$ cat config.mk
export PLATFORM = sky130hd
export DESIGN_NAME = windowed_event_counter_store_forward
export DESIGN_NICKNAME = d
export VERILOG_FILES = /design/src/design/wecsf_pkg.sv /design/src/design/wecsf_ram.sv /design/src/design/wecsf_ctrl.sv /design/src/design/wecsf_dp.sv /design/src/design/windowed_event_counter_store_forward.sv
export VERILOG_INCLUDE_DIRS = /design/src /design/src/design
export SDC_FILE = /design/constraint.sdc
export NUM_CORES = 2
export LEC_CHECK = 0
export BUFFER_PORTS_ARGS = -buffer_cell sky130_fd_sc_hd__buf_2
export CORE_ASPECT_RATIO = 1.4
export CORE_UTILIZATION = 56
export CTS_CLUSTER_SIZE = 25
export DETAILED_ROUTE_END_ITERATION = 6
export GPL_ROUTABILITY_DRIVEN = 0
export PLACE_DENSITY_LB_ADDON = 0.25
export SLEW_MARGIN = 10
export SYNTH_ARGS = -nofsm -noshare
export SYNTH_HDL_FRONTEND = slang
export SYNTH_SLANG_ARGS = --single-unit
$ cat constraint.sdc
create_clock -name clk -period 5.55 [get_ports clk]
set_input_delay 1.11 -clock clk [delete_from_list [all_inputs] [get_ports clk]]
set_output_delay 1.11 -clock clk [all_outputs]
set_load 0.05 [all_outputs]
$ cat src/design/assert_macros.svh
// Assertion macros used by the top-level design file.
`ifndef ASSERT_MACROS_SVH
`define ASSERT_MACROS_SVH

`ifndef NO_ASSERTIONS

`define ASSERT_IMPLIES(name, clk, rstn, ante, cons) \
    name: assert property (@(posedge clk) disable iff (!rstn) (ante) |-> (cons)) \
        else $error("same-cycle implication violated");

`define ASSERT_NEXT(name, clk, rstn, ante, cons) \
    name: assert property (@(posedge clk) disable iff (!rstn) (ante) |=> (cons)) \
        else $error("next-cycle implication violated");

`else

`define ASSERT_IMPLIES(name, clk, rstn, ante, cons)

`define ASSERT_NEXT(name, clk, rstn, ante, cons)

`endif

`endif

$ cat src/design/wecsf_pkg.sv
// Types and constants of the windowed event counter with store and forward.
package wecsf_pkg;

    localparam int CFG_IDX_W = 8;

    localparam logic [CFG_IDX_W-1:0] REG_WINDOW_LENGTH = 8'd0;
    localparam logic [CFG_IDX_W-1:0] REG_DEAD_TIME     = 8'd1;

    localparam logic [31:0] WINDOW_RESET    = 32'd60000;
    localparam logic [31:0] DEAD_RESET      = 32'd2000;
    localparam logic [31:0] STAMP_THRESHOLD = 32'd100000;
    localparam logic [15:0] COUNT_MAX       = 16'hFFFF;

    localparam logic KIND_LIVE   = 1'b0;
    localparam logic KIND_REPLAY = 1'b1;

    typedef struct packed {
        logic        sensor_level;
        logic        link_up;
        logic        send_ok;
        logic [31:0] wall_seconds;
    } in_item_t;

    typedef struct packed {
        logic        sample_kind;
        logic [15:0] event_count;
        logic [31:0] stamp_seconds;
        logic [31:0] lost_windows;
        logic        last_of_run;
    } out_item_t;

    typedef struct packed {
        logic [31:0] stamp_seconds;
        logic [15:0] event_count;
    } store_entry_t;

    typedef struct packed {
        logic take_item;
        logic eval;
        logic live_emit;
        logic store;
        logic rd_first;
        logic rd_next;
        logic rep_emit;
    } cmd_t;

    typedef struct packed {
        logic win_close;
        logic send_go;
        logic q_empty;
        logic rep_last;
        logic out_free;
    } status_t;

endpackage

$ cat src/design/wecsf_ram.sv
// Generic single-write, single-read RAM with registered read data.
module wecsf_ram #(
    parameter int WIDTH = 48,
    parameter int DEPTH = 32,
    localparam int AW = (DEPTH > 1) ? $clog2(DEPTH) : 1
) (
    input  logic             clk,
    input  logic             wr_en,
    input  logic [AW-1:0]    wr_addr,
    input  logic [WIDTH-1:0] wr_data,
    input  logic             rd_en,
    input  logic [AW-1:0]    rd_addr,
    output logic [WIDTH-1:0] rd_data
);

    logic [WIDTH-1:0] mem [DEPTH];

    always_ff @(posedge clk)
    begin
        if (wr_en)
        begin
            mem[wr_addr] <= wr_data;
        end
        if (rd_en)
        begin
            rd_data <= mem[rd_addr];
        end
    end

endmodule

$ cat src/design/wecsf_ctrl.sv
// Controller state machine sequencing one tick through evaluate, send, store and replay.
module wecsf_ctrl (
    input  logic              clk,
    input  logic              rst_n,
    input  logic              in_valid,
    output logic              in_ready,
    input  wecsf_pkg::status_t sts,
    output wecsf_pkg::cmd_t    cmd
);

    import wecsf_pkg::*;

    typedef enum logic [2:0] {
        ST_IDLE,
        ST_EVAL,
        ST_LIVE,
        ST_STORE,
        ST_RD,
        ST_REP
    } state_t;

    state_t state_reg;
    state_t state_next;

    assign in_ready = (state_reg == ST_IDLE);

    always_comb
    begin
        state_next = state_reg;
        cmd        = '0;
        case (state_reg)
            ST_IDLE:
            begin
                if (in_valid)
                begin
                    cmd.take_item = 1'b1;
                    state_next    = ST_EVAL;
                end
            end
            ST_EVAL:
            begin
                cmd.eval = 1'b1;
                if (sts.win_close)
                begin
                    state_next = sts.send_go ? ST_LIVE : ST_STORE;
                end
                else if (sts.send_go && !sts.q_empty)
                begin
                    state_next = ST_RD;
                end
                else
                begin
                    state_next = ST_IDLE;
                end
            end
            ST_LIVE:
            begin
                if (sts.out_free)
                begin
                    cmd.live_emit = 1'b1;
                    state_next    = sts.q_empty ? ST_IDLE : ST_RD;
                end
            end
            ST_STORE:
            begin
                cmd.store  = 1'b1;
                state_next = ST_IDLE;
            end
            ST_RD:
            begin
                cmd.rd_first = 1'b1;
                state_next   = ST_REP;
            end
            ST_REP:
            begin
                if (sts.out_free)
                begin
                    cmd.rep_emit = 1'b1;
                    if (sts.rep_last)
                    begin
                        state_next = ST_IDLE;
                    end
                    else
                    begin
                        cmd.rd_next = 1'b1;
                    end
                end
            end
            default:
            begin
                state_next = ST_IDLE;
            end
        endcase
    end

    always_ff @(posedge clk or negedge rst_n)
    begin
        if (!rst_n)
        begin
            state_reg <= ST_IDLE;
        end
        else
        begin
            state_reg <= state_next;
        end
    end

endmodule

$ cat src/design/wecsf_dp.sv
// Datapath: configuration, tick counters, window logic, sample queue and output register.
module wecsf_dp #(
    parameter int QUEUE_DEPTH = 32
) (
    input  logic                                 clk,
    input  logic                                 rst_n,
    input  logic                                 cfg_valid,
    output logic                                 cfg_ready,
    input  logic [wecsf_pkg::CFG_IDX_W-1:0]      cfg_index,
    input  logic [31:0]                          cfg_data,
    input  wecsf_pkg::in_item_t                  in_data,
    output logic                                 out_valid,
    input  logic                                 out_ready,
    output wecsf_pkg::out_item_t                 out_data,
    input  wecsf_pkg::cmd_t                      cmd,
    output wecsf_pkg::status_t                   sts
);

    import wecsf_pkg::*;

    localparam int AW = (QUEUE_DEPTH > 1) ? $clog2(QUEUE_DEPTH) : 1;
    localparam int UW = $clog2(QUEUE_DEPTH + 1);
    localparam int SW = AW + 1;
    localparam int EW = $bits(store_entry_t);

    logic [31:0]   window_length_reg, window_length_next;
    logic [31:0]   dead_time_reg, dead_time_next;
    in_item_t      item_reg, item_next;
    logic [31:0]   tick_reg, tick_next;
    logic [31:0]   last_counted_reg, last_counted_next;
    logic [31:0]   window_start_reg, window_start_next;
    logic          prev_level_reg, prev_level_next;
    logic [15:0]   window_count_reg, window_count_next;
    logic [15:0]   close_count_reg, close_count_next;
    logic [AW-1:0] head_reg, head_next;
    logic [UW-1:0] used_reg, used_next;
    logic [31:0]   dropped_reg, dropped_next;
    logic          out_valid_reg, out_valid_next;
    out_item_t     out_data_reg, out_data_next;

    logic          edge_ok;
    logic [15:0]   inc_count;
    logic          win_close;
    logic [AW-1:0] head_inc;
    logic [SW-1:0] slot_sum;
    logic [AW-1:0] slot;
    logic          q_full;
    logic          q_empty;
    logic          out_free;

    logic          ram_wr_en;
    logic [AW-1:0] ram_wr_addr;
    store_entry_t  ram_wr_data;
    logic          ram_rd_en;
    logic [AW-1:0] ram_rd_addr;
    logic [EW-1:0] ram_rd_bits;
    store_entry_t  ram_rd_entry;

    assign cfg_ready = 1'b1;

    assign edge_ok   = item_reg.sensor_level && !prev_level_reg &&
                       ((tick_reg - last_counted_reg) >= dead_time_reg);
    assign inc_count = (edge_ok && (window_count_reg != COUNT_MAX)) ?
                       window_count_reg + 16'd1 : window_count_reg;
    assign win_close = (tick_reg - window_start_reg) >= window_length_reg;

    assign head_inc = (head_reg == AW'(QUEUE_DEPTH - 1)) ? '0 : head_reg + AW'(1);
    assign slot_sum = SW'(head_reg) + SW'(used_reg);
    assign slot     = (slot_sum >= SW'(QUEUE_DEPTH)) ?
                      AW'(slot_sum - SW'(QUEUE_DEPTH)) : AW'(slot_sum);
    assign q_full   = (used_reg == UW'(QUEUE_DEPTH));
    assign q_empty  = (used_reg == '0);
    assign out_free = !out_valid_reg || out_ready;

    assign sts.win_close = win_close;
    assign sts.send_go   = item_reg.link_up && item_reg.send_ok;
    assign sts.q_empty   = q_empty;
    assign sts.rep_last  = (used_reg == UW'(1));
    assign sts.out_free  = out_free;

    assign ram_wr_en                 = cmd.store;
    assign ram_wr_addr               = q_full ? head_reg : slot;
    assign ram_wr_data.stamp_seconds = (item_reg.wall_seconds > STAMP_THRESHOLD) ?
                                       item_reg.wall_seconds : 32'd0;
    assign ram_wr_data.event_count   = close_count_reg;
    assign ram_rd_en                 = cmd.rd_first || cmd.rd_next;
    assign ram_rd_addr               = cmd.rd_next ? head_inc : head_reg;
    assign ram_rd_entry              = store_entry_t'(ram_rd_bits);

    wecsf_ram #(
        .WIDTH (EW),
        .DEPTH (QUEUE_DEPTH)
    ) u_store (
        .clk     (clk),
        .wr_en   (ram_wr_en),
        .wr_addr (ram_wr_addr),
        .wr_data (ram_wr_data),
        .rd_en   (ram_rd_en),
        .rd_addr (ram_rd_addr),
        .rd_data (ram_rd_bits)
    );

    always_comb
    begin
        window_length_next = window_length_reg;
        dead_time_next     = dead_time_reg;
        item_next          = item_reg;
        tick_next          = tick_reg;
        last_counted_next  = last_counted_reg;
        window_start_next  = window_start_reg;
        prev_level_next    = prev_level_reg;
        window_count_next  = window_count_reg;
        close_count_next   = close_count_reg;
        head_next          = head_reg;
        used_next          = used_reg;
        dropped_next       = dropped_reg;
        out_valid_next     = out_valid_reg && !out_ready;
        out_data_next      = out_data_reg;

        if (cfg_valid)
        begin
            case (cfg_index)
                REG_WINDOW_LENGTH: window_length_next = cfg_data;
                REG_DEAD_TIME:     dead_time_next     = cfg_data;
                default:           ;
            endcase
        end

        if (cmd.take_item)
        begin
            item_next = in_data;
        end

        if (cmd.eval)
        begin
            prev_level_next = item_reg.sensor_level;
            if (edge_ok)
            begin
                last_counted_next = tick_reg;
            end
            if (win_close)
            begin
                close_count_next  = inc_count;
                window_count_next = '0;
                window_start_next = tick_reg;
            end
            else
            begin
                window_count_next = inc_count;
            end
            tick_next = tick_reg + 32'd1;
        end

        if (cmd.live_emit)
        begin
            out_valid_next              = 1'b1;
            out_data_next.sample_kind   = KIND_LIVE;
            out_data_next.event_count   = close_count_reg;
            out_data_next.stamp_seconds = '0;
            out_data_next.lost_windows  = dropped_reg;
            out_data_next.last_of_run   = q_empty;
        end

        if (cmd.store)
        begin
            if (q_full)
            begin
                dropped_next = dropped_reg + 32'd1;
                head_next    = head_inc;
            end
            else
            begin
                used_next = used_reg + UW'(1);
            end
        end

        if (cmd.rep_emit)
        begin
            out_valid_next              = 1'b1;
            out_data_next.sample_kind   = KIND_REPLAY;
            out_data_next.event_count   = ram_rd_entry.event_count;
            out_data_next.stamp_seconds = ram_rd_entry.stamp_seconds;
            out_data_next.lost_windows  = dropped_reg;
            out_data_next.last_of_run   = (used_reg == UW'(1));
            head_next                   = head_inc;
            used_next                   = used_reg - UW'(1);
        end
    end

    always_ff @(posedge clk or negedge rst_n)
    begin
        if (!rst_n)
        begin
            window_length_reg <= WINDOW_RESET;
            dead_time_reg     <= DEAD_RESET;
            tick_reg          <= '0;
            last_counted_reg  <= '0;
            window_start_reg  <= '0;
            prev_level_reg    <= 1'b0;
            window_count_reg  <= '0;
            head_reg          <= '0;
            used_reg          <= '0;
            dropped_reg       <= '0;
            out_valid_reg     <= 1'b0;
        end
        else
        begin
            window_length_reg <= window_length_next;
            dead_time_reg     <= dead_time_next;
            tick_reg          <= tick_next;
            last_counted_reg  <= last_counted_next;
            window_start_reg  <= window_start_next;
            prev_level_reg    <= prev_level_next;
            window_count_reg  <= window_count_next;
            head_reg          <= head_next;
            used_reg          <= used_next;
            dropped_reg       <= dropped_next;
            out_valid_reg     <= out_valid_next;
        end
    end

    always_ff @(posedge clk)
    begin
        item_reg        <= item_next;
        close_count_reg <= close_count_next;
        out_data_reg    <= out_data_next;
    end

    assign out_valid = out_valid_reg;
    assign out_data  = out_data_reg;

endmodule

$ cat src/design/windowed_event_counter_store_forward.sv
// Top level: one tick per transaction, dead-time edge counter with a store-and-forward queue.
// A tick with no result is accepted and evaluated; a store or a live send adds a state of its own.
// Replay adds a state for the first RAM read, then reads the queued samples in turn through the
// single read port whenever the output is free. Results leave through an output register, so
// the next tick is taken while one waits. Asynchronous reset clears counters, queue pointers
// and out_valid, sets configuration defaults; item, close count, out data and RAM are not cleared.
module windowed_event_counter_store_forward #(
    parameter int QUEUE_DEPTH = 32
) (
    input  logic                            clk,
    input  logic                            rst_n,
    input  logic                            in_valid,
    output logic                            in_ready,
    input  wecsf_pkg::in_item_t             in_data,
    output logic                            out_valid,
    input  logic                            out_ready,
    output wecsf_pkg::out_item_t            out_data,
    input  logic                            cfg_valid,
    output logic                            cfg_ready,
    input  logic [wecsf_pkg::CFG_IDX_W-1:0] cfg_index,
    input  logic [31:0]                     cfg_data
);

    import wecsf_pkg::*;

`include "assert_macros.svh"

    cmd_t    cmd;
    status_t sts;

    wecsf_ctrl u_ctrl (
        .clk      (clk),
        .rst_n    (rst_n),
        .in_valid (in_valid),
        .in_ready (in_ready),
        .sts      (sts),
        .cmd      (cmd)
    );

    wecsf_dp #(
        .QUEUE_DEPTH (QUEUE_DEPTH)
    ) u_dp (
        .clk       (clk),
        .rst_n     (rst_n),
        .cfg_valid (cfg_valid),
        .cfg_ready (cfg_ready),
        .cfg_index (cfg_index),
        .cfg_data  (cfg_data),
        .in_data   (in_data),
        .out_valid (out_valid),
        .out_ready (out_ready),
        .out_data  (out_data),
        .cmd       (cmd),
        .sts       (sts)
    );

    `ASSERT_NEXT(a_accept_then_eval, clk, rst_n, in_valid && in_ready, cmd.eval)
    `ASSERT_IMPLIES(a_replay_not_empty, clk, rst_n, cmd.rep_emit, !sts.q_empty)
    `ASSERT_IMPLIES(a_emit_into_free_slot, clk, rst_n, cmd.live_emit || cmd.rep_emit, sts.out_free)
    `ASSERT_IMPLIES(a_store_only_refused, clk, rst_n, cmd.store, !sts.send_go)

endmodule
### Word level (Yosys, flattened, before mapping)

Memories as Yosys holds them, arrays and structs flattened. A register that Yosys moved wholly into a read port is not among the register bits.
Index checks and enable logic that the tools add are counted.

| cells by class | value |
|---|---|
| reductions and logical operators | 26 |
| add/subtract/negate cells | 10 |
| $lt $le $gt $ge | 4 |
| eq/ne operators | 15 |
| muxes and demuxes | 38 |

Operators with widths:

| kind | number |
|---|---|
| two-way mux 81 bit | 2 |
| adder 32 x 1 -> 32 bit, second input constant | 2 |
| >= comparator 32 bit | 2 |
| subtractor 32 bit | 2 |
| two-way mux 5 bit | 7 |
| greater-than comparator 32 x 17 -> 1 bit, second input constant | 1 |
| two-way mux 16 bit | 2 |
| two-way mux 32 bit | 1 |
| two-way mux 3 bit | 7 |
| two-way mux 6 bit | 3 |
| adder 16 x 1 -> 16 bit, second input constant | 1 |
| inequality test 16 bit, second input constant | 1 |
| one-hot mux 3 bit (5 select lines) | 1 |
| AND reduction 2 bit | 7 |
| two-way mux 1 bit | 13 |
| == test 8 x 1 -> 1 bit, second input constant | 1 |
| zero test 8 bit | 1 |
| adder 5 x 6 -> 6 bit | 1 |
| adder 6 x 1 -> 6 bit, second input constant | 1 |
| == test 3 x 2 -> 1 bit, second input constant | 2 |
| == test 3 bit, second input constant | 2 |
| == test 6 x 1 -> 1 bit, second input constant | 1 |
| == test 6 bit, second input constant | 1 |
| >= comparator 6 bit, second input constant | 1 |
| 15 further kinds | 30 |

| word-level totals | value |
|---|---|
| logic and storage cells | 116 |
| input port bits | 80 |
| memories kept | 1 |
| register bits | 357 |
| memory bits (writable) | 1536 |
| output and inout bits | 85 |

Memories:

| memory | depth | bits a word | read ports | clocked after Yosys merged registers in | wr ports | RTL line | text |
|---|---|---|---|---|---|---|---|
| u_dp.u_store.mem | 32 | 48 | 1 | 1 | 1 | wecsf_ram.sv:16 | `logic [WIDTH-1:0] mem [DEPTH];` |

### Longest topological paths before layout

| logic depth | value |
|---|---|
| depth after elaboration | 6 |
| depth in mapped cells | 24 |
| mapped depth without buffers | 23 |

### Hierarchy

From an unflattened synthesis, not the netlist that was laid out.

| unflattened totals | value |
|---|---|
| cell total of the unflattened synthesis | 5131 |
| area, all modules | 80583.5 um2 |

Modules (own cells, without submodules):

| module | area each (um2) | times used | cells an instance | seq. area each (um2) |
|---|---|---|---|---|
| wecsf_ram | 61205.0 | 1 | 3364 | 47565.6 |
| wecsf_dp | 19089.6 | 1 | 1735 | 9530.4 |
| wecsf_ctrl | 289.0 | 1 | 32 | 75.1 |

### Worst setup path before layout

No wires, ideal clock.

| path | value |
|---|---|
| path type | register to register |
| start point | register u_dp.tick_reg[0] |
| end point | register u_dp.window_start_reg[22] |
| cell stages (with the launch flop) | 21 |
| slack | 33 ps |
| period minus slack after synthesis | 5517 ps |
| buffers on the path | 1 |
| arrival time | 5392 ps |
| data required time | 5425 ps |
| setup time | 125 ps |
| cells stage by stage | dfrtp_1 -> inv_1 -> ha_1 -> inv_1 -> fa_1 -> a21o_1 -> a21oi_1 -> o21a_1 -> nor3_1 -> or4b_2 -> a21oi_1 -> o21ai_0 -> a311oi_1 -> xnor2_1 -> ha_1 -> nand4_1 -> o31a_1 -> a31o_2 -> nor2_1 -> clkbuf_1 -> mux2_2 |

| on the way | value |
|---|---|
| word-level cells in the longest chain between the ends | 3 |

Ends and longest elaborated chain:

| item | RTL line | text |
|---|---|---|
| start, declared | wecsf_dp.sv:29 | `logic [31:0] tick_reg, tick_next;` |
| start signal, assigned | wecsf_dp.sv:210 | `tick_reg <= tick_next;` |
| subtractor 32 bit | wecsf_dp.sv:65 | `assign win_close = (tick_reg - window_start_reg) >= window_length_reg;` |
| >= comparator 32 bit | wecsf_dp.sv:65 |  |
| AND reduction 2 bit (no line) | - |  |
| end signal, assigned | wecsf_dp.sv:212 | `window_start_reg <= window_start_next;` |
| end, declared | wecsf_dp.sv:31 | `logic [31:0] window_start_reg, window_start_next;` |

No other way between the ends.
A chain may end at the register's enable or synchronous reset.

### Worst setup path in the final report

| path | value |
|---|---|
| start point | register u_dp.tick_reg[9] |
| end point | register u_dp.window_count_reg[3] |

| on the way | value |
|---|---|
| word-level cells in the longest chain between the ends | 6 |
| elaborated cells between the ends (all ways) | 8 |
| those cells by class | add/sub (2); order compare (2); mux (2); reduce/logical (2) |

Ends and longest elaborated chain:

| item | RTL line | text |
|---|---|---|
| subtractor 32 bit | wecsf_dp.sv:62 | `((tick_reg - last_counted_reg) >= dead_time_reg);` |
| >= comparator 32 bit | wecsf_dp.sv:62 |  |
| logical AND 1 bit | wecsf_dp.sv:61 | `assign edge_ok = item_reg.sensor_level && !prev_level_reg &&` |
| logical AND 1 bit | wecsf_dp.sv:63 | `assign inc_count = (edge_ok && (window_count_reg != COUNT_MAX)) ?` |
| two-way mux 16 bit | wecsf_dp.sv:63 |  |
| two-way mux 16 bit (*) | wecsf_dp.sv:141 | `if (win_close)` |
| end signal, assigned | wecsf_dp.sv:214 | `window_count_reg <= window_count_next;` |
| end, declared | wecsf_dp.sv:33 | `logic [15:0] window_count_reg, window_count_next;` |

Every way passes the cells marked *; elsewhere a longest branch is shown, timed or not.

==> parameters.txt <==
Parameter                              Value

Outcome
  Status    finished with violations
  Violations in the final reports    DRC

Global routing
  Vias in the first global route    around 43,000
  Global-route total usage across every layer    0.267
  Global Route met2 Usage    0.470
  Met1 demand-to-capacity share in global routing    0.338
  Antenna violations before repair    4
  Global-route wire length before repair    around 280 mm
  Pin count of the biggest net entering global routing    between 100 and 150
  Met3 track utilization from global routing    0.0394
  Busiest layer in global routing    met2
  Global-route congestion overflow total    0

Worst setup path
  Top fanout value on the critical path    12
  Element type at the critical path end    flop
  Endpoint required time on the critical path    roughly 6.3 ns
  Cells along the critical path    buf_4, ha_1, nand4_1, or4_1, nor3_1, nor3_1, o311ai_0, buf_4, a21bo_2, a21oi_1, xnor2_1, ha_1, nand4_1, nor2_1, a211o_1, a21o_1, a21oi_2, o31a_1, a31oi_1, buf_12, or4_1, o21ai_0
  Biggest cell delay along the critical path    0.51 ns
  Number of gates on the worst path with buffers counted    22
  Buffering stage count on the worst path with inverters included    3
  Crit path max-delay cell type    or4_1
  Register-to-Register Path Depth    22
  Startpoint type of the worst setup path    flop
  Type of the worst setup path    flop to flop
  Crit path max-delay family    simple AND/OR/NAND/NOR gates
  Critical path arrival    around 6 ns

Routing
  Avg Vias per Cell    6.29
  Post-route DRC violation count    2
  Wirelength, routed    ~190 mm
  Post-DR wirelength/cell    27.9 um
  DR pass1 iterations    7
  Antenna-violating nets left    0
  Starting DRT DRC Count    4,679
  Number of vias after detailed routing    ~42,000

Clock tree
  Clock transition at the registers of the reported paths    0.06 ns
  Total clock buffers created by CTS    about 180
  TritonCTS clock tree    yes
  CTS root buffer    clkbuf_16
  Skew-Pair Late Insertion Delay    just over 0.8 ns
  Number of buffers added to fix hold violations after cts    0
  Number of clock sinks    slightly below 2,000
  Buffers from clock root to sink, at most    3
  H-tree levels    4

Finish
  Final cell count without fillers    between 6,000 and 7,000
  Number of fill cells in the layout    about 10,000
  Final core utilization    0.633
  Flip-flop count of the largest register, all copies and words added    around 1,500
  Storage element area    between 50,000 and 60,000 um2
  Layout Nets    5,016
  Area growth from synthesis to layout    12.3%
  Diode insertion count for antenna repair    0
  Proportion of layout cells with a drive suffix above 1    0.245
  Multi-input logic area    20,900 um2

Die
  Die Ht    roughly 450 um
  Std cell rows    about 160
  Effective utilization at floorplan    0.564
  Number of I/O pins    ~170
  Die outline width    around 320 um
  Core area    141,000 um2
  Die area    around 140,000 um2

Logic synthesis
  Mapped Area    roughly 79,000 um2
  Largest cells by area after synthesis    edfxtp_1 (65%), mux4_2 (11%), dfrtp_1 (6.7%)
  Main synth FF type    edfxtp_1
  Total of warnings raised by yosys    0
  Number of library cell types mapped by synthesis    85
  Synthesized Nets    4,712
  Post-synthesis cell type with the largest combined area    edfxtp_1
  Average size of a mapped cell    between 15 and 20 um2
  Proportion of netlist area held by the largest area contributor    0.649
  Leading cell types by count after synthesis    edfxtp_1 (1,716), nand2_1 (475), mux4_2 (384), dfrtp_1 (211), inv_1 (154)
  Seq/Total Area, Yosys    0.720
  Flop and latch count out of synthesis    just under 2,000
  Number of flops mapped to enable cells by yosys    around 1,700
  Most instantiated library cell after synthesis    edfxtp_1
  Async set or reset register ratio after synthesis    0.115
  Cell count after synthesis    4,490

Pwr
  P per Cell Area    533 nW/um2
  Static Leak    ~32 nW
  Peak supply drop    0.000830 V
  Design Power    47.5 mW

STA
  Worst hold margin    approximately 0.17 ns
  Fmax achieved    between 150 and 200 MHz
  Aggregate negative setup slack    0 ns
  Fin. max-slew vios    0
  Tcrit/Tclk final    0.976
  Setup repair after global routing missed its margin    true
  Count of endpoints failing hold in the final timing report    0
  Slew headroom    0.159
  Final-report setup violation count    0
  Final period demand of the worst path    between 5 and 6 ns
  Post-route clock skew    approximately 0.019 ns
  Slew of the pin with the lowest slew margin    around 1.3 ns

Placed design
  DPL Wire Length    about 100 mm
  Cells after DPL    approximately 6,400
  Port bufs    ~160

Run
  Max-cap violations    0

Min path
  Class of the worst hold path    primary input to asynchronous set/reset pin
==> placed cells by master (no fill, tap or decap), types with 13 or more instances in the layout <==
cell type,instances
o22ai_1,52
clkinv_1,34
bufinv_16,14
mux2_2,100
and3_1,47
mux4_2,384
nor2b_1,21
buf_12,36
buf_2,162
buf_4,139
nand4_1,34
clkbuf_16,177
nor2_4,36
dfstp_2,13
nand2_1,475
dfrtp_1,211
nand3_1,146
ha_1,137
clkinv_2,34
xnor2_1,108
inv_1,153
o21ai_0,78
clkbuf_1,34
nor3_1,24
xor2_1,33
a21o_1,54
nor2_1,73
a311oi_1,26
a311oi_2,25
a21oi_1,122
edfxtp_1,1716
==> where the power goes <==
part / internal (mW) / switching, mW
clock: 6.55 / 5.32
sequential: 16.8 / 0.363
combinational: 7.60 / 10.9
total: 30.9 / 16.6
==> final cells by class <==
cell class / count / area share
timing repair buffer: 340 / 0.0295
clock inverter: 107 / 0.0109
sequential: 1941 / 0.641
multi-input combinational: 2182 / 0.235
tap: 1815 / 0.0255
clock buffer: 213 / 0.0514
inverter: 154 / 0.00649
==> metrics by stage <==
stage	cell area, um2	setup slack (ns)
CTS	88900	0.00431
global route	89100	-0.0786
floorplan	79400	0.0332
global placement	83300	0.0342
finish	89100	0.133
detailed placement	83300	-0.0600
==> metal layers <==
| layer | wire length, um | vias to the layer above |
|---|---|---|
| li1 | - | 18202 |
| met1 | 70700 | 22085 |
| met2 | 98600 | 1796 |
| met3 | 12900 | 364 |
| met4 | 6140 | 2 |
| met5 | 14 | - |
==> worst paths after layout <==
check,from,endpoint,slack [ns]
max,u_dp.tick_reg[9]$_DFFE_PN0P_,u_dp.window_count_reg[3]$_DFFE_PN0P_,0.13
min in group clk,in_data[1],u_dp.item_reg[1]$_DFFE_PP_,0.47
min reg2reg,u_dp.out_data[81]$_SDFFE_PP1P_,u_dp.out_data[81]$_SDFFE_PP1P_,0.47
min,rst_n,u_dp.dropped_reg[13]$_DFFE_PN0P_,0.17
max reg2reg,u_dp.tick_reg[9]$_DFFE_PN0P_,u_dp.window_count_reg[3]$_DFFE_PN0P_,0.13
max in group asynchronous,rst_n,u_dp.window_length_reg[29]$_DFFE_PN0P_,4.25
==> repair_timing <==
| action | CTS | global route |
|---|---|---|
| pin swaps | 0 | 22 |
| setup buffers | 0 | 8 |
| gates resized for setup | 6 | 34 |
| cloned | 0 | 0 |
| endpoints found under the setup margin | 10 | 111 |
==> kinds of logic after synthesis <==
family / Yosys count / share of synthesized area
fa+ha+maj: 142 / 0.0227
xor+xnor: 141 / 0.0156
mux: 488 / 0.124
compound gates: 470 / 0.0407
buf+inv: 367 / 0.0230
other cells: 1 / 0.0000473
simple gates: 940 / 0.0540
flops: 1941 / 0.720
(Power assumes the default switching activity.)
